--- config.mk ---
export PLATFORM = sky130hd
export DESIGN_NAME = colored_noise_filter
export DESIGN_NICKNAME = d
export VERILOG_FILES = /design/src/rtl/core/cnf_pkg.sv /design/src/rtl/core/cnf_seq.sv /design/src/rtl/core/cnf_dp.sv /design/src/rtl/core/colored_noise_filter.sv
export SDC_FILE = /design/constraint.sdc
export NUM_CORES = 2
export LEC_CHECK = 0
export BUFFER_PORTS_ARGS = -buffer_cell sky130_fd_sc_hd__buf_2
export CAP_MARGIN = 10
export CORE_MARGIN = 1.5
export CORE_UTILIZATION = 43
export CTS_BUF_LIST = sky130_fd_sc_hd__clkbuf_4 sky130_fd_sc_hd__clkbuf_8
export CTS_CLUSTER_DIAMETER = 30
export DETAILED_ROUTE_END_ITERATION = 10
export GPL_TIMING_DRIVEN = 1
export PLACE_DENSITY = 0.61
export SLEW_MARGIN = 20
export SYNTH_ARGS = -nofsm -noshare
export SYNTH_HDL_FRONTEND = slang
export SYNTH_HIERARCHICAL = 1
export SYNTH_SLANG_ARGS = --single-unit
--- constraint.sdc ---
create_clock -name clock -period 29.5 [get_ports clock]
set_input_delay 4.425 -clock clock [delete_from_list [all_inputs] [get_ports clock]]
set_output_delay 4.425 -clock clock [all_outputs]
set_load 0.03 [all_outputs]
--- src/rtl/core/cnf_pkg.sv ---
`default_nettype none

package cnf_pkg;

   // Default sizes for the top level
   localparam int SAMPLE_WIDTH_DEF   = 16;
   localparam int COEF_FRAC_BITS_DEF = 17;

   // Filter state format: signed 32 bits, 24 fraction bits
   localparam int STATE_WIDTH = 32;
   localparam int STATE_FRAC  = 24;
   // Accumulator wide enough for eight saturated state terms
   localparam int ACC_WIDTH   = 36;
   localparam int NUM_FILT    = 7;

   // Mode register
   localparam int MODE_WIDTH = 2;
   localparam logic [MODE_WIDTH-1:0] MODE_WHITE = 2'd0;
   localparam logic [MODE_WIDTH-1:0] MODE_BROWN = 2'd1;
   localparam logic [MODE_WIDTH-1:0] MODE_PINK1 = 2'd2;
   localparam logic [MODE_WIDTH-1:0] MODE_PINK2 = 2'd3;

   // Datapath action on the product issued by the previous step
   localparam int ACT_WIDTH = 4;
   localparam logic [ACT_WIDTH-1:0] ACT_NONE    = 4'd0;  // no action
   localparam logic [ACT_WIDTH-1:0] ACT_TLOAD   = 4'd1;  // t = r
   localparam logic [ACT_WIDTH-1:0] ACT_SEC     = 4'd2;  // reg[wr] = sat(t + r), acc += it
   localparam logic [ACT_WIDTH-1:0] ACT_ACC_R   = 4'd3;  // acc += r
   localparam logic [ACT_WIDTH-1:0] ACT_DELAY   = 4'd4;  // acc += reg[rd], reg[wr] = sat(r)
   localparam logic [ACT_WIDTH-1:0] ACT_T_ADD   = 4'd5;  // t = reg[rd] + r
   localparam logic [ACT_WIDTH-1:0] ACT_STORE   = 4'd6;  // reg[wr] = sat(r), acc += it
   localparam logic [ACT_WIDTH-1:0] ACT_OUT     = 4'd7;  // round product to a sample
   localparam logic [ACT_WIDTH-1:0] ACT_WHITE   = 4'd8;  // pass the input sample

   // Multiplier operand A source
   localparam int ASEL_WIDTH = 2;
   localparam logic [ASEL_WIDTH-1:0] ASEL_REG = 2'd0;
   localparam logic [ASEL_WIDTH-1:0] ASEL_W   = 2'd1;
   localparam logic [ASEL_WIDTH-1:0] ASEL_T   = 2'd2;
   localparam logic [ASEL_WIDTH-1:0] ASEL_ACC = 2'd3;

   // Filter register indexes
   localparam int FR_WIDTH = 3;
   localparam logic [FR_WIDTH-1:0] FR0 = 3'd0;
   localparam logic [FR_WIDTH-1:0] FR1 = 3'd1;
   localparam logic [FR_WIDTH-1:0] FR2 = 3'd2;
   localparam logic [FR_WIDTH-1:0] FR3 = 3'd3;
   localparam logic [FR_WIDTH-1:0] FR4 = 3'd4;
   localparam logic [FR_WIDTH-1:0] FR5 = 3'd5;
   localparam logic [FR_WIDTH-1:0] FR6 = 3'd6;

   // Coefficient table codes
   localparam int NUM_COEF = 26;
   localparam int CF_WIDTH = 5;
   localparam logic [CF_WIDTH-1:0] CF_BR_IN    = 5'd0;
   localparam logic [CF_WIDTH-1:0] CF_BR_LEAK  = 5'd1;
   localparam logic [CF_WIDTH-1:0] CF_BR_OUT   = 5'd2;
   localparam logic [CF_WIDTH-1:0] CF_P1_POLE0 = 5'd3;
   localparam logic [CF_WIDTH-1:0] CF_P1_FEED0 = 5'd4;
   localparam logic [CF_WIDTH-1:0] CF_P1_POLE1 = 5'd5;
   localparam logic [CF_WIDTH-1:0] CF_P1_FEED1 = 5'd6;
   localparam logic [CF_WIDTH-1:0] CF_P1_POLE2 = 5'd7;
   localparam logic [CF_WIDTH-1:0] CF_P1_FEED2 = 5'd8;
   localparam logic [CF_WIDTH-1:0] CF_P1_DIR   = 5'd9;
   localparam logic [CF_WIDTH-1:0] CF_P1_OUT   = 5'd10;
   localparam logic [CF_WIDTH-1:0] CF_P2_POLE0 = 5'd11;
   localparam logic [CF_WIDTH-1:0] CF_P2_FEED0 = 5'd12;
   localparam logic [CF_WIDTH-1:0] CF_P2_POLE1 = 5'd13;
   localparam logic [CF_WIDTH-1:0] CF_P2_FEED1 = 5'd14;
   localparam logic [CF_WIDTH-1:0] CF_P2_POLE2 = 5'd15;
   localparam logic [CF_WIDTH-1:0] CF_P2_FEED2 = 5'd16;
   localparam logic [CF_WIDTH-1:0] CF_P2_POLE3 = 5'd17;
   localparam logic [CF_WIDTH-1:0] CF_P2_FEED3 = 5'd18;
   localparam logic [CF_WIDTH-1:0] CF_P2_POLE4 = 5'd19;
   localparam logic [CF_WIDTH-1:0] CF_P2_FEED4 = 5'd20;
   localparam logic [CF_WIDTH-1:0] CF_P2_POLE5 = 5'd21;
   localparam logic [CF_WIDTH-1:0] CF_P2_FEED5 = 5'd22;
   localparam logic [CF_WIDTH-1:0] CF_P2_DIR   = 5'd23;
   localparam logic [CF_WIDTH-1:0] CF_P2_DLY   = 5'd24;
   localparam logic [CF_WIDTH-1:0] CF_P2_OUT   = 5'd25;

   // Program counter
   localparam int PC_WIDTH = 6;
   localparam logic [PC_WIDTH-1:0] PC_WHITE = 6'd0;
   localparam logic [PC_WIDTH-1:0] PC_BROWN = 6'd1;
   localparam logic [PC_WIDTH-1:0] PC_PINK1 = 6'd7;
   localparam logic [PC_WIDTH-1:0] PC_PINK2 = 6'd17;

   // One control word
   typedef struct packed {
      logic [ACT_WIDTH-1:0]  act;
      logic [ASEL_WIDTH-1:0] a_sel;
      logic [CF_WIDTH-1:0]   coef;
      logic [FR_WIDTH-1:0]   rd;
      logic [FR_WIDTH-1:0]   wr;
      logic                  last;
   } ucode_type;

   // Sequencer to datapath controls
   typedef struct packed {
      logic      start;
      logic      step;
      ucode_type uc;
   } ctl_type;

   // State saturation limits, in accumulator-plus-one width
   localparam logic signed [ACC_WIDTH:0] STATE_HI =
      (ACC_WIDTH+1)'((64'sd1 <<< (STATE_WIDTH-1)) - 64'sd1);
   localparam logic signed [ACC_WIDTH:0] STATE_LO =
      (ACC_WIDTH+1)'(-(64'sd1 <<< (STATE_WIDTH-1)));

   function automatic logic signed [STATE_WIDTH-1:0] sat_state(
      input logic signed [ACC_WIDTH:0] v);
      logic signed [STATE_WIDTH-1:0] r;
      if (v > STATE_HI) begin
         r = STATE_HI[STATE_WIDTH-1:0];
      end else if (v < STATE_LO) begin
         r = STATE_LO[STATE_WIDTH-1:0];
      end else begin
         r = v[STATE_WIDTH-1:0];
      end
      return r;
   endfunction

   // Program entry per mode
   function automatic logic [PC_WIDTH-1:0] entry_pc(input logic [MODE_WIDTH-1:0] mode);
      logic [PC_WIDTH-1:0] pc;
      unique case (mode)
         MODE_WHITE: pc = PC_WHITE;
         MODE_BROWN: pc = PC_BROWN;
         MODE_PINK1: pc = PC_PINK1;
         MODE_PINK2: pc = PC_PINK2;
         default:    pc = PC_WHITE;
      endcase
      return pc;
   endfunction

   // Microprogram. Each step issues one multiply and acts on the product
   // issued by the step before it.
   function automatic ucode_type ucode_rom(input logic [PC_WIDTH-1:0] pc);
      ucode_type uc;
      unique case (pc)
         // white
         6'd0:  uc = '{ACT_WHITE, ASEL_W,   CF_BR_IN,    FR0, FR0, 1'b1};
         // brown: t = r0 + w*in; r0 = sat(t*leak); out = r0*gain
         6'd1:  uc = '{ACT_NONE,  ASEL_W,   CF_BR_IN,    FR0, FR0, 1'b0};
         6'd2:  uc = '{ACT_T_ADD, ASEL_W,   CF_BR_IN,    FR0, FR0, 1'b0};
         6'd3:  uc = '{ACT_NONE,  ASEL_T,   CF_BR_LEAK,  FR0, FR0, 1'b0};
         6'd4:  uc = '{ACT_STORE, ASEL_W,   CF_BR_IN,    FR0, FR0, 1'b0};
         6'd5:  uc = '{ACT_NONE,  ASEL_ACC, CF_BR_OUT,   FR0, FR0, 1'b0};
         6'd6:  uc = '{ACT_OUT,   ASEL_W,   CF_BR_IN,    FR0, FR0, 1'b1};
         // fast pink: three sections and a direct term
         6'd7:  uc = '{ACT_NONE,  ASEL_REG, CF_P1_POLE0, FR0, FR0, 1'b0};
         6'd8:  uc = '{ACT_TLOAD, ASEL_W,   CF_P1_FEED0, FR0, FR0, 1'b0};
         6'd9:  uc = '{ACT_SEC,   ASEL_REG, CF_P1_POLE1, FR1, FR0, 1'b0};
         6'd10: uc = '{ACT_TLOAD, ASEL_W,   CF_P1_FEED1, FR1, FR1, 1'b0};
         6'd11: uc = '{ACT_SEC,   ASEL_REG, CF_P1_POLE2, FR2, FR1, 1'b0};
         6'd12: uc = '{ACT_TLOAD, ASEL_W,   CF_P1_FEED2, FR2, FR2, 1'b0};
         6'd13: uc = '{ACT_SEC,   ASEL_W,   CF_P1_DIR,   FR2, FR2, 1'b0};
         6'd14: uc = '{ACT_ACC_R, ASEL_W,   CF_P1_DIR,   FR0, FR0, 1'b0};
         6'd15: uc = '{ACT_NONE,  ASEL_ACC, CF_P1_OUT,   FR0, FR0, 1'b0};
         6'd16: uc = '{ACT_OUT,   ASEL_W,   CF_BR_IN,    FR0, FR0, 1'b1};
         // accurate pink: six sections, delayed input and direct term
         6'd17: uc = '{ACT_NONE,  ASEL_REG, CF_P2_POLE0, FR0, FR0, 1'b0};
         6'd18: uc = '{ACT_TLOAD, ASEL_W,   CF_P2_FEED0, FR0, FR0, 1'b0};
         6'd19: uc = '{ACT_SEC,   ASEL_REG, CF_P2_POLE1, FR1, FR0, 1'b0};
         6'd20: uc = '{ACT_TLOAD, ASEL_W,   CF_P2_FEED1, FR1, FR1, 1'b0};
         6'd21: uc = '{ACT_SEC,   ASEL_REG, CF_P2_POLE2, FR2, FR1, 1'b0};
         6'd22: uc = '{ACT_TLOAD, ASEL_W,   CF_P2_FEED2, FR2, FR2, 1'b0};
         6'd23: uc = '{ACT_SEC,   ASEL_REG, CF_P2_POLE3, FR3, FR2, 1'b0};
         6'd24: uc = '{ACT_TLOAD, ASEL_W,   CF_P2_FEED3, FR3, FR3, 1'b0};
         6'd25: uc = '{ACT_SEC,   ASEL_REG, CF_P2_POLE4, FR4, FR3, 1'b0};
         6'd26: uc = '{ACT_TLOAD, ASEL_W,   CF_P2_FEED4, FR4, FR4, 1'b0};
         6'd27: uc = '{ACT_SEC,   ASEL_REG, CF_P2_POLE5, FR5, FR4, 1'b0};
         6'd28: uc = '{ACT_TLOAD, ASEL_W,   CF_P2_FEED5, FR5, FR5, 1'b0};
         6'd29: uc = '{ACT_SEC,   ASEL_W,   CF_P2_DIR,   FR5, FR5, 1'b0};
         6'd30: uc = '{ACT_ACC_R, ASEL_W,   CF_P2_DLY,   FR6, FR6, 1'b0};
         6'd31: uc = '{ACT_DELAY, ASEL_W,   CF_BR_IN,    FR6, FR6, 1'b0};
         6'd32: uc = '{ACT_NONE,  ASEL_ACC, CF_P2_OUT,   FR0, FR0, 1'b0};
         6'd33: uc = '{ACT_OUT,   ASEL_W,   CF_BR_IN,    FR0, FR0, 1'b1};
         default: uc = '{ACT_NONE, ASEL_W,  CF_BR_IN,    FR0, FR0, 1'b1};
      endcase
      return uc;
   endfunction

endpackage

`default_nettype wire

--- src/rtl/core/cnf_seq.sv ---
`default_nettype none

module cnf_seq
   import cnf_pkg::*;
(
   input  logic                  clock,
   input  logic                  reset,
   input  logic                  start,
   input  logic [MODE_WIDTH-1:0] mode,
   input  logic                  out_full,
   output ctl_type               ctl,
   output logic                  busy
);

   logic                busy_ff, busy_in;
   logic [PC_WIDTH-1:0] pc_ff, pc_in;
   ucode_type           uc;
   logic                step;

   // Control word fetch
   assign uc = ucode_rom(pc_ff);

   // The output step waits while the result register is still full
   assign step = busy_ff & ~(uc.last & out_full);

   assign ctl.start = start;
   assign ctl.step  = step;
   assign ctl.uc    = uc;
   assign busy      = busy_ff;

   // Step counter with dispatch on mode at item start
   always_comb begin
      busy_in = busy_ff;
      pc_in   = pc_ff;
      if (start) begin
         busy_in = 1'b1;
         pc_in   = entry_pc(mode);
      end else if (step) begin
         if (uc.last) begin
            busy_in = 1'b0;
         end else begin
            pc_in = pc_ff + 1'b1;
         end
      end
   end

   always_ff @(posedge clock) begin
      if (reset) begin
         busy_ff <= 1'b0;
         pc_ff   <= PC_WHITE;
      end else begin
         busy_ff <= busy_in;
         pc_ff   <= pc_in;
      end
   end

   a_advance: assert property (@(posedge clock) disable iff (reset)
      (step && !uc.last) |=> (busy_ff && pc_ff == $past(pc_ff) + 1'b1))
      else $error("sequencer did not advance");

   a_finish: assert property (@(posedge clock) disable iff (reset)
      (step && uc.last) |=> !busy_ff)
      else $error("sequencer did not return to idle");

   a_hold: assert property (@(posedge clock) disable iff (reset)
      (busy_ff && !step) |=> (busy_ff && $stable(pc_ff)))
      else $error("sequencer moved while held");

   a_dispatch: assert property (@(posedge clock) disable iff (reset)
      start |=> (busy_ff && pc_ff == entry_pc($past(mode))))
      else $error("wrong program entry");

endmodule

`default_nettype wire

--- src/rtl/core/cnf_dp.sv ---
`default_nettype none

module cnf_dp
   import cnf_pkg::*;
#(
   parameter int SAMPLE_WIDTH   = SAMPLE_WIDTH_DEF,
   parameter int COEF_FRAC_BITS = COEF_FRAC_BITS_DEF
)
(
   input  logic                           clock,
   input  logic                           reset,
   input  ctl_type                        ctl,
   input  logic signed [SAMPLE_WIDTH-1:0] req_white_sample,
   input  logic                           req_block_end,
   output logic signed [SAMPLE_WIDTH-1:0] out_sample,
   output logic                           out_clip,
   output logic                           out_last
);

   localparam int CW     = COEF_FRAC_BITS + 3;
   localparam int PW     = ACC_WIDTH + CW;
   localparam int WSHIFT = STATE_FRAC - (SAMPLE_WIDTH - 1);
   localparam int OSH    = STATE_FRAC + COEF_FRAC_BITS - (SAMPLE_WIDTH - 1);
   localparam int YW     = PW + 1 - OSH;
   localparam longint Dec = 64'sd10000000;

   localparam logic signed [PW:0] RndHalf = (PW+1)'(64'sd1 <<< (COEF_FRAC_BITS - 1));
   localparam logic signed [PW:0] OutHalf = (PW+1)'(64'sd1 <<< (OSH - 1));
   localparam logic signed [YW-1:0] YMax = YW'((64'sd1 <<< (SAMPLE_WIDTH - 1)) - 64'sd1);
   localparam logic signed [YW-1:0] YMin = YW'(-(64'sd1 <<< (SAMPLE_WIDTH - 1)));

   // Coefficients, rounded half away from zero, in code order
   localparam logic signed [CW-1:0] COEF_TAB [NUM_COEF] = '{
      CW'(((64'sd2 <<< COEF_FRAC_BITS) + 64'sd50) / 64'sd100),
      CW'(((64'sd100 <<< COEF_FRAC_BITS) + 64'sd51) / 64'sd102),
      CW'(((64'sd100 <<< COEF_FRAC_BITS) + 64'sd19) / 64'sd38),
      CW'(((64'sd9976500 <<< COEF_FRAC_BITS) + Dec / 2) / Dec),
      CW'(((64'sd990460 <<< COEF_FRAC_BITS) + Dec / 2) / Dec),
      CW'(((64'sd9630000 <<< COEF_FRAC_BITS) + Dec / 2) / Dec),
      CW'(((64'sd2965164 <<< COEF_FRAC_BITS) + Dec / 2) / Dec),
      CW'(((64'sd5700000 <<< COEF_FRAC_BITS) + Dec / 2) / Dec),
      CW'(((64'sd10526913 <<< COEF_FRAC_BITS) + Dec / 2) / Dec),
      CW'(((64'sd1848000 <<< COEF_FRAC_BITS) + Dec / 2) / Dec),
      CW'(((64'sd10 <<< COEF_FRAC_BITS) + 64'sd52) / 64'sd104),
      CW'(((64'sd9988600 <<< COEF_FRAC_BITS) + Dec / 2) / Dec),
      CW'(((64'sd555179 <<< COEF_FRAC_BITS) + Dec / 2) / Dec),
      CW'(((64'sd9933200 <<< COEF_FRAC_BITS) + Dec / 2) / Dec),
      CW'(((64'sd750759 <<< COEF_FRAC_BITS) + Dec / 2) / Dec),
      CW'(((64'sd9690000 <<< COEF_FRAC_BITS) + Dec / 2) / Dec),
      CW'(((64'sd1538520 <<< COEF_FRAC_BITS) + Dec / 2) / Dec),
      CW'(((64'sd8665000 <<< COEF_FRAC_BITS) + Dec / 2) / Dec),
      CW'(((64'sd3104856 <<< COEF_FRAC_BITS) + Dec / 2) / Dec),
      CW'(((64'sd5500000 <<< COEF_FRAC_BITS) + Dec / 2) / Dec),
      CW'(((64'sd5329522 <<< COEF_FRAC_BITS) + Dec / 2) / Dec),
      CW'(-(((64'sd7616000 <<< COEF_FRAC_BITS) + Dec / 2) / Dec)),
      CW'(-(((64'sd168980 <<< COEF_FRAC_BITS) + Dec / 2) / Dec)),
      CW'(((64'sd5362000 <<< COEF_FRAC_BITS) + Dec / 2) / Dec),
      CW'(((64'sd1159260 <<< COEF_FRAC_BITS) + Dec / 2) / Dec),
      CW'(((64'sd10 <<< COEF_FRAC_BITS) + 64'sd51) / 64'sd102)
   };

   logic signed [SAMPLE_WIDTH-1:0] samp_ff, samp_in;
   logic                           last_ff, last_in;
   logic signed [STATE_WIDTH-1:0]  filt_ff [NUM_FILT];
   logic signed [STATE_WIDTH-1:0]  filt_in [NUM_FILT];
   logic signed [ACC_WIDTH-1:0]    acc_ff, acc_in;
   logic signed [ACC_WIDTH-1:0]    t_ff, t_in;
   logic signed [PW-1:0]           prod_ff, prod_in;

   logic signed [ACC_WIDTH-1:0]    w_val, rd_val, a_op, r_val;
   logic signed [CW-1:0]           coef_op;
   logic signed [PW-1:0]           mult_val;
   logic signed [PW:0]             rnd_sum, y_sum;
   logic signed [ACC_WIDTH:0]      sum_tr;
   logic signed [STATE_WIDTH-1:0]  sec_val, sat_r;
   logic signed [YW-1:0]           y_val;

   // Operand selection
   assign w_val   = ACC_WIDTH'(samp_ff) <<< WSHIFT;
   assign rd_val  = ACC_WIDTH'(filt_ff[ctl.uc.rd]);
   assign coef_op = COEF_TAB[ctl.uc.coef];

   always_comb begin
      unique case (ctl.uc.a_sel)
         ASEL_REG: a_op = rd_val;
         ASEL_W:   a_op = w_val;
         ASEL_T:   a_op = t_ff;
         ASEL_ACC: a_op = acc_ff;
      endcase
   end

   // Shared multiplier, product registered
   assign mult_val = a_op * coef_op;

   // Previous product rounded half up to state format
   assign rnd_sum = (PW+1)'(prod_ff) + RndHalf;
   assign r_val   = ACC_WIDTH'(rnd_sum >>> COEF_FRAC_BITS);
   assign sum_tr  = (ACC_WIDTH+1)'(t_ff) + (ACC_WIDTH+1)'(r_val);
   assign sec_val = sat_state(sum_tr);
   assign sat_r   = sat_state((ACC_WIDTH+1)'(r_val));

   // Step actions
   always_comb begin
      samp_in = samp_ff;
      last_in = last_ff;
      filt_in = filt_ff;
      acc_in  = acc_ff;
      t_in    = t_ff;
      prod_in = prod_ff;
      if (ctl.start) begin
         samp_in = req_white_sample;
         last_in = req_block_end;
         acc_in  = '0;
      end else if (ctl.step) begin
         prod_in = mult_val;
         unique case (ctl.uc.act)
            ACT_TLOAD: t_in = r_val;
            ACT_SEC: begin
               filt_in[ctl.uc.wr] = sec_val;
               acc_in = acc_ff + ACC_WIDTH'(sec_val);
            end
            ACT_ACC_R: acc_in = acc_ff + r_val;
            ACT_DELAY: begin
               filt_in[ctl.uc.wr] = sat_r;
               acc_in = acc_ff + rd_val;
            end
            ACT_T_ADD: t_in = rd_val + r_val;
            ACT_STORE: begin
               filt_in[ctl.uc.wr] = sat_r;
               acc_in = acc_ff + ACC_WIDTH'(sat_r);
            end
            default: ;
         endcase
      end
   end

   // Output rounding and saturation
   assign y_sum = (PW+1)'(prod_ff) + OutHalf;
   assign y_val = YW'(y_sum >>> OSH);

   always_comb begin
      out_clip   = 1'b0;
      out_sample = samp_ff;
      if (ctl.uc.act != ACT_WHITE) begin
         if (y_val > YMax) begin
            out_sample = YMax[SAMPLE_WIDTH-1:0];
            out_clip   = 1'b1;
         end else if (y_val < YMin) begin
            out_sample = YMin[SAMPLE_WIDTH-1:0];
            out_clip   = 1'b1;
         end else begin
            out_sample = y_val[SAMPLE_WIDTH-1:0];
         end
      end
   end

   assign out_last = last_ff;

   // Filter registers clear at reset
   always_ff @(posedge clock) begin
      if (reset) begin
         for (int i = 0; i < NUM_FILT; i++) begin
            filt_ff[i] <= '0;
         end
      end else begin
         filt_ff <= filt_in;
      end
   end

   // Working registers
   always_ff @(posedge clock) begin
      samp_ff <= samp_in;
      last_ff <= last_in;
      acc_ff  <= acc_in;
      t_ff    <= t_in;
      prod_ff <= prod_in;
   end

endmodule

`default_nettype wire

--- src/rtl/core/colored_noise_filter.sv ---
`default_nettype none

// Colored noise filter: one white sample in, one colored sample out.
// Request channel (req_): req_valid, req_stall, white sample and block-end
// mark. An item is taken when req_valid is high and req_stall low. Response
// channel (rsp_): rsp_valid, rsp_stall, noise sample, clipped flag and the
// block-end mark of the same item.
// Mode register (csr_): csr_valid/csr_ready write of the 2-bit noise_mode,
// 0 white, 1 brown, 2 fast pink, 3 accurate pink; ready while no item runs.
// A microprogram drives one shared multiplier, one step per cycle; only
// the last step of an item waits while the output register is still full.
// The next item can be taken as soon as the result is written, in the
// cycle in which rsp_valid rises. The microprogram length per mode sets
// how long an item runs.
// The result sits in an output register; a new item is taken while it
// waits. If the receiver stalls, a finished item holds at its last step
// until the register frees up.
// Reset (synchronous) clears the seven filter registers, selects white
// mode and empties both channels.
module colored_noise_filter
   import cnf_pkg::*;
#(
   parameter int SAMPLE_WIDTH   = SAMPLE_WIDTH_DEF,
   parameter int COEF_FRAC_BITS = COEF_FRAC_BITS_DEF
)
(
   input  logic                           clock,
   input  logic                           reset,
   input  logic                           req_valid,
   output logic                           req_stall,
   input  logic signed [SAMPLE_WIDTH-1:0] req_white_sample,
   input  logic                           req_block_end,
   output logic                           rsp_valid,
   input  logic                           rsp_stall,
   output logic signed [SAMPLE_WIDTH-1:0] rsp_noise_sample,
   output logic                           rsp_clipped,
   output logic                           rsp_last_in_block,
   input  logic                           csr_valid,
   output logic                           csr_ready,
   input  logic [MODE_WIDTH-1:0]          csr_noise_mode
);

   logic [MODE_WIDTH-1:0]          mode_ff, mode_in;
   logic                           rsp_valid_ff, rsp_valid_in;
   logic signed [SAMPLE_WIDTH-1:0] rsp_sample_ff, rsp_sample_in;
   logic                           rsp_clip_ff, rsp_clip_in;
   logic                           rsp_last_ff, rsp_last_in;

   ctl_type                        ctl;
   logic                           busy;
   logic                           req_fire;
   logic                           out_full;
   logic                           emit;
   logic signed [SAMPLE_WIDTH-1:0] out_sample;
   logic                           out_clip;
   logic                           out_last;

   assign req_stall = busy;
   assign req_fire  = req_valid & ~busy;
   assign csr_ready = ~busy;
   assign out_full  = rsp_valid_ff & rsp_stall;
   assign emit      = ctl.step & ctl.uc.last;

   cnf_seq u_seq (
      .clock    (clock),
      .reset    (reset),
      .start    (req_fire),
      .mode     (mode_ff),
      .out_full (out_full),
      .ctl      (ctl),
      .busy     (busy)
   );

   cnf_dp #(
      .SAMPLE_WIDTH   (SAMPLE_WIDTH),
      .COEF_FRAC_BITS (COEF_FRAC_BITS)
   ) u_dp (
      .clock            (clock),
      .reset            (reset),
      .ctl              (ctl),
      .req_white_sample (req_white_sample),
      .req_block_end    (req_block_end),
      .out_sample       (out_sample),
      .out_clip         (out_clip),
      .out_last         (out_last)
   );

   // Mode register
   always_comb begin
      mode_in = mode_ff;
      if (csr_valid && csr_ready) begin
         mode_in = csr_noise_mode;
      end
   end

   // Output register
   always_comb begin
      rsp_valid_in  = rsp_valid_ff & rsp_stall;
      rsp_sample_in = rsp_sample_ff;
      rsp_clip_in   = rsp_clip_ff;
      rsp_last_in   = rsp_last_ff;
      if (emit) begin
         rsp_valid_in  = 1'b1;
         rsp_sample_in = out_sample;
         rsp_clip_in   = out_clip;
         rsp_last_in   = out_last;
      end
   end

   always_ff @(posedge clock) begin
      if (reset) begin
         mode_ff      <= MODE_WHITE;
         rsp_valid_ff <= 1'b0;
      end else begin
         mode_ff      <= mode_in;
         rsp_valid_ff <= rsp_valid_in;
      end
   end

   always_ff @(posedge clock) begin
      rsp_sample_ff <= rsp_sample_in;
      rsp_clip_ff   <= rsp_clip_in;
      rsp_last_ff   <= rsp_last_in;
   end

   assign rsp_valid         = rsp_valid_ff;
   assign rsp_noise_sample  = rsp_sample_ff;
   assign rsp_clipped       = rsp_clip_ff;
   assign rsp_last_in_block = rsp_last_ff;

endmodule

`default_nettype wire
* Yosys cells after proc, flatten, opt, wreduce, memory -nomap -nowiden
Memory sizes are Yosys's and may differ from the RTL's. A register that Yosys moved wholly into a read port is not among the register bits.
Index checks and enable logic that the tools add are counted.
** Word-level totals
- Logic and storage cells :: 114
- Memories :: 2
- Input bits :: 24
- Memory bits (read-only) :: 1792
- Bits in registers :: 397
- Output and inout bits :: 21
** Memories
- (name not given) :: depth 64, bits a word 18, rd ports 1, clocked after memory_dff 1, write ports 0, line cnf_pkg.sv:142 : unique case (pc)
- (name not given) :: depth 32, bits a word 20, rd ports 1, clocked after memory_dff 0, write ports 0, line cnf_dp.sv:81 : assign coef_op = COEF_TAB[ctl.uc.coef];
** Cells by class
- Equal/unequal tests :: 14
- $lt $le $gt $ge :: 10
- $mul :: 1
- Reductions and logical operators :: 16
- $add $sub $neg :: 9
- Muxes and demuxes :: 32
- Bitwise logic cells :: 11
** Operator list (number)
- $bwmux 224 :: 2
- $pmux 224 s2 :: 1
- $pmux 36 s4 :: 2
- $mux 32 :: 7
- $add 36x32->36 :: 3
- $bmux 32 s3 :: 1
- $demux 32 s3 :: 1
- $pmux 36 s2 :: 1
- $add 56x27->57 const B :: 1
- $mul 36x20->56 :: 1
- $add 53x18->53 const B :: 1
- $mux 16 :: 3
- $mux 20 :: 2
- $add 36x36->37 :: 1
- $gt 37x32->1 const B :: 1
- $lt 37x32->1 const B :: 1
- $add 32x36->36 :: 1
- $add 36x36->36 :: 1
- $gt 36x32->1 const B :: 1
- $lt 36x32->1 const B :: 1
- $gt 31x16->1 const B :: 1
- $lt 31x16->1 const B :: 1
- $mux 6 :: 5
- $pmux 6 s4 :: 1
- other kinds (23) :: 52

* Logic depth before layout (Yosys ltp)
- Word-level depth :: 8
- Gate-level depth with buffers :: 40
- Depth with buffers taken out :: 36

* Modules after synthesis
Netlist, hierarchy kept.
** Modules (own cells, without submodules)
- cnf_dp :: seq. area each 7997.7 um^2, instances 1, cells an instance 5435, area an instance 47768.3 um^2
- cnf_seq :: seq. area each 500.5 um^2, instances 1, cells an instance 186, area an instance 1697.9 um^2
- colored_noise_filter :: seq. area each 600.6 um^2, instances 1, cells an instance 33, area an instance 699.4 um^2

* Worst setup path after synthesis
Ideal clock, no wire load.
- Path kind :: input-to-reg
- Start :: input port req_valid
- End :: register u_dp.t_ff[0], enable pin
- Arrival :: 8797 ps
- Data required time :: 28968 ps
- Path slack :: 20171 ps
- Library setup time :: 532 ps
- Stages :: 4
- Path buffers :: 1
- Path through :: nor2b_1 > buf_4 > nand2b_1 > nor4b_1
** RTL lines
- from (decl) :: line colored_noise_filter.sv:29 : input logic req_valid,
- to (signal assigned) :: line cnf_dp.sv:175 : t_ff <= t_in;
- to (decl) :: line cnf_dp.sv:67 : logic signed [ACC_WIDTH-1:0] t_ff, t_in;

* Final worst setup path
- Start :: register u_seq/uc[4] (netlist name)
- End :: register u_dp.prod_ff[48], data pin
** On the way
- Cells in the longest elaborated chain, start to end :: 6
** Ends and longest elaborated chain
- $not 3->4 (implied by the code) :: line cnf_dp.sv:80 : assign rd_val = ACC_WIDTH'(filt_ff[ctl.uc.rd]);
- $bmux 32 s3 :: line cnf_dp.sv:80
- $mux 32 (implied by the code) (2 in series) :: line cnf_dp.sv:80
- $pmux 36 s4 :: line cnf_dp.sv:84 : unique case (ctl.uc.a_sel)
- $mul 36x20->56 :: line cnf_dp.sv:93 : assign mult_val = a_op * coef_op;
- net u_dp.mult_val[48] :: line cnf_dp.sv:72 : logic signed [PW-1:0] mult_val;
- to (signal assigned) :: line cnf_dp.sv:176 : prod_ff <= prod_in;
- to (decl) :: line cnf_dp.sv:68 : logic signed [PW-1:0] prod_ff, prod_in;
The timed path passes the listed nets, and every way through them passes these cells. The select of a mux whose other input is x is not followed.
A chain may end at the register's enable or synchronous reset.

==> impl_metrics.ini <==
[status]
status = complete, no violations

[pwr]
leakage_nw = 22.74
irDropWorstVdd_mv = 0.3516
clockPowerShare_pct = 10.6
p_comb_share_pct = 76.3
p_switching_mw = 3.388
pwr-share-seq_pct = 13.2
swShare_pct = 51.27
powerDensity_nw_per_um2 = 122.5
power.internal_mw = 3.220

[die]
io_pins = 45
core_area_um2 = 115900
fp.dieW_um = 344.6
initial_core_util_pct = 43.29
die_area_um2 = 118700
die_y_um = 344.6
std_cell_rows = 125

[global_routing]
grt_overflow = 0
grt_usage_pct = 25.74
grt_max_degree = 151
grt_pass1_wl_um = 236800
grt_pass1_vias = 40850
antenna_found_initial = 1

[sta]
slew_violations = 0
tightest_slew_ps = 1164
timing.final.ws_setup_ps = 18580
setup_viol = 0
relSlewSlack_pct = 22.42
finalHoldViolCount = 0
setup_tns_ps = 0
period_needed_ps = 10920
min_period_over_period_pct = 37.03
grt_setup_unrepaired = no
fin_skew_ps = 42.21
fmax_mhz = 91.54

[setup_path]
cp_common_cell = fa_1
critical_path_class = register to register
path_delay_family = adder cells
crit_path_max_incr_delay_ps = 890
crit_path_start_kind = register
r2r_start = u_seq/uc[4]
r2r_cells = 33
crit_buf_inv = 7
cp_slowest_cell = a21oi_1
crit_start = u_seq/uc[4]
regToRegEndpoint = u_dp/prod_ff[48]
arrival_ps = 11360
rrSetupSlack_ps = 18580
cp.required_ps = 29940
cp_max_fo = 45
worst_setup_path_end_kind = register

[hold_path]
whs_path_depth = 0
min_to = rsp_last_in_block
worstHoldStart = u_dp/out_last
hp-class = register to register

[cells_and_area]
fin_nets = 6557
final_core_util_pct = 46.56
drive_gt1_share_pct = 9.351
antennaDiodeCount = 0
area_growth_pct = 7.555
final_area_um2 = 53960

[synth]
yosys_register_bits = 399
synthArstFlopShare_pct = 0
avgSynthCellArea_um2 = 8.873
synth_edf_count = 111
synth_cell_types = 113
synth.largest_area_cell = fa_1
yosys-top-cells-area = fa_1, dfxtp_1, edfxtp_1
synthFlopType = dfxtp_1
synth_nets = 6651
synth_top_area_share_pct = 28.33
synth_warnings = 6
synthTopCellsByCount = inv_1, fa_1, nand2_1
postSynthCellCount = 5654
syn_area_um2 = 50170
synth_most_common_cell = inv_1
seq_area_frac_synth_pct = 18.14

[clock_tree]
cts_root_buffer = clkbuf_8
cts_resized = 0
cts_tree = built
postCtsHoldBufs = 0
cts.sinks = 399
htreeDepth = 3
cts_buffers = 90
clock_latency_ps = 700
post_cts_buffers = 0
clk_pin_slew_worst_paths_ps = 60
clockBufferDepth = 3

[placement]
dp_hpwl_um = 111300
placed_area_um2 = 51910
port_buffers = 44
pre_cts_slack_ps = 18780
gp_congestion = 0.9341

[job]
maxCapViolCount = 0

[routing]
vias_per_cell = 5.587
routed_wl_um = 150000
drt_iter0_markers = 3070
first_pass_iters = 6
drtAntennaViolNets = 0
wire_per_inst_um = 20.95
drc = 0
num_vias = 40000
==> registers in the layout, indices dropped and copies added, names as in the netlist, 6 cells and up <==
register,cells
u_dp/acc_ff,36
u_dp/samp_ff,16
rsp_noise_sample,16
u_dp/prod_ff,40
u_dp/filt_ff,224
u_seq/uc,18
u_dp/t_ff,36
u_seq/pc_ff,6
==> worst max path at each step <==
stage,slack (ps),cells after the start,to
6_report,18580,33,u_dp/prod_ff[48]
4_1_cts,18760,33,u_dp/prod_ff[48]
3_3_place_gp,18890,33,u_dp/prod_ff[48]
3_5_place_dp,18780,33,u_dp/prod_ff[48]
2_1_floorplan,20170,4,u_dp/t_ff[0]
5_1_grt,18060,33,u_dp/prod_ff[48]
==> placed cells by master (no fill, tap or decap), types with 14 or more instances in the layout <==
cell	n
inv_1	795
fa_1	710
nand2_1	656
nor2_1	572
dfxtp_1	281
a21oi_1	271
ha_1	263
a211oi_1	234
o21ai_0	140
nor2b_1	125
xnor2_1	121
edfxtp_1	111
a21o_1	108
clkbuf_8	98
buf_4	80
nand2b_1	73
mux2i_1	70
xor2_1	70
nand3_1	68
mux4_2	51
mux2_2	49
buf_2	43
and2_1	41
nor3_1	41
o21a_1	36
and3_1	32
nand4_1	29
o22ai_1	29
o211ai_1	25
clkinv_2	19
or2_2	19
or3_1	18
o21ai_1	17
o21bai_1	16
a211oi_2	15
a311oi_2	15
a31oi_1	14
==> power groups by stage <==
| stage | combinational (mW) | clock, mW | sequential, mW |
|---|---|---|---|
| after floorplan | 3.74 | 0 | 0.860 |
| final | 5.04 | 0.699 | 0.869 |
| after CTS | 5.04 | 0.713 | 0.867 |
| after global routing | 5.62 | 0.742 | 0.874 |
| after detailed placement | 5.01 | 0 | 0.878 |
| after global placement | 4.95 | 0 | 0.878 |
==> layer usage <==
layer  GRT usage, %  wire (um)  vias up
li1               -          -    18380
met1          34.00      63140    19970
met2          43.57      72820     1372
met3          3.081       8687      279
met4          8.918       5344        0
met5              0          0        -
==> final cells by class <==
cell class              count  area [um2]
clock buffers             106        1409
clock inverters            62       633.1
fillers                 11110       61940
inverters                 802        3020
multi-input cells        4143       37050
flip-flops and latches    399        9110
well taps                1524        1907
repair buffers            124       827.0
==> cell families after synthesis <==
| group | synth area share [%] |
|---|---|
| buffers and inverters | 8.537 |
| AO/OA/AOI/OAI | 14.34 |
| XOR/XNOR | 3.367 |
| AND/OR/NAND/NOR | 15.72 |
| flip-flops | 18.14 |
| multiplexers | 5.006 |
| adder cells (fa/ha/maj) | 34.89 |
==> through the flow <==
| step | hold WS (ps) | std cells | power, mW |
|---|---|---|---|
| 2_1_floorplan | 400.3 | 5654 | 4.602 |
| 4_1_cts | 423.2 | 7160 | 6.618 |
| 3_3_place_gp | 400.8 | 6992 | 5.833 |
| 6_report | 420.1 | 7160 | 6.607 |
| 5_1_grt | 429.7 | 7160 | 7.234 |
| 3_5_place_dp | 426.1 | 6992 | 5.886 |
(Power assumes the default switching activity.)
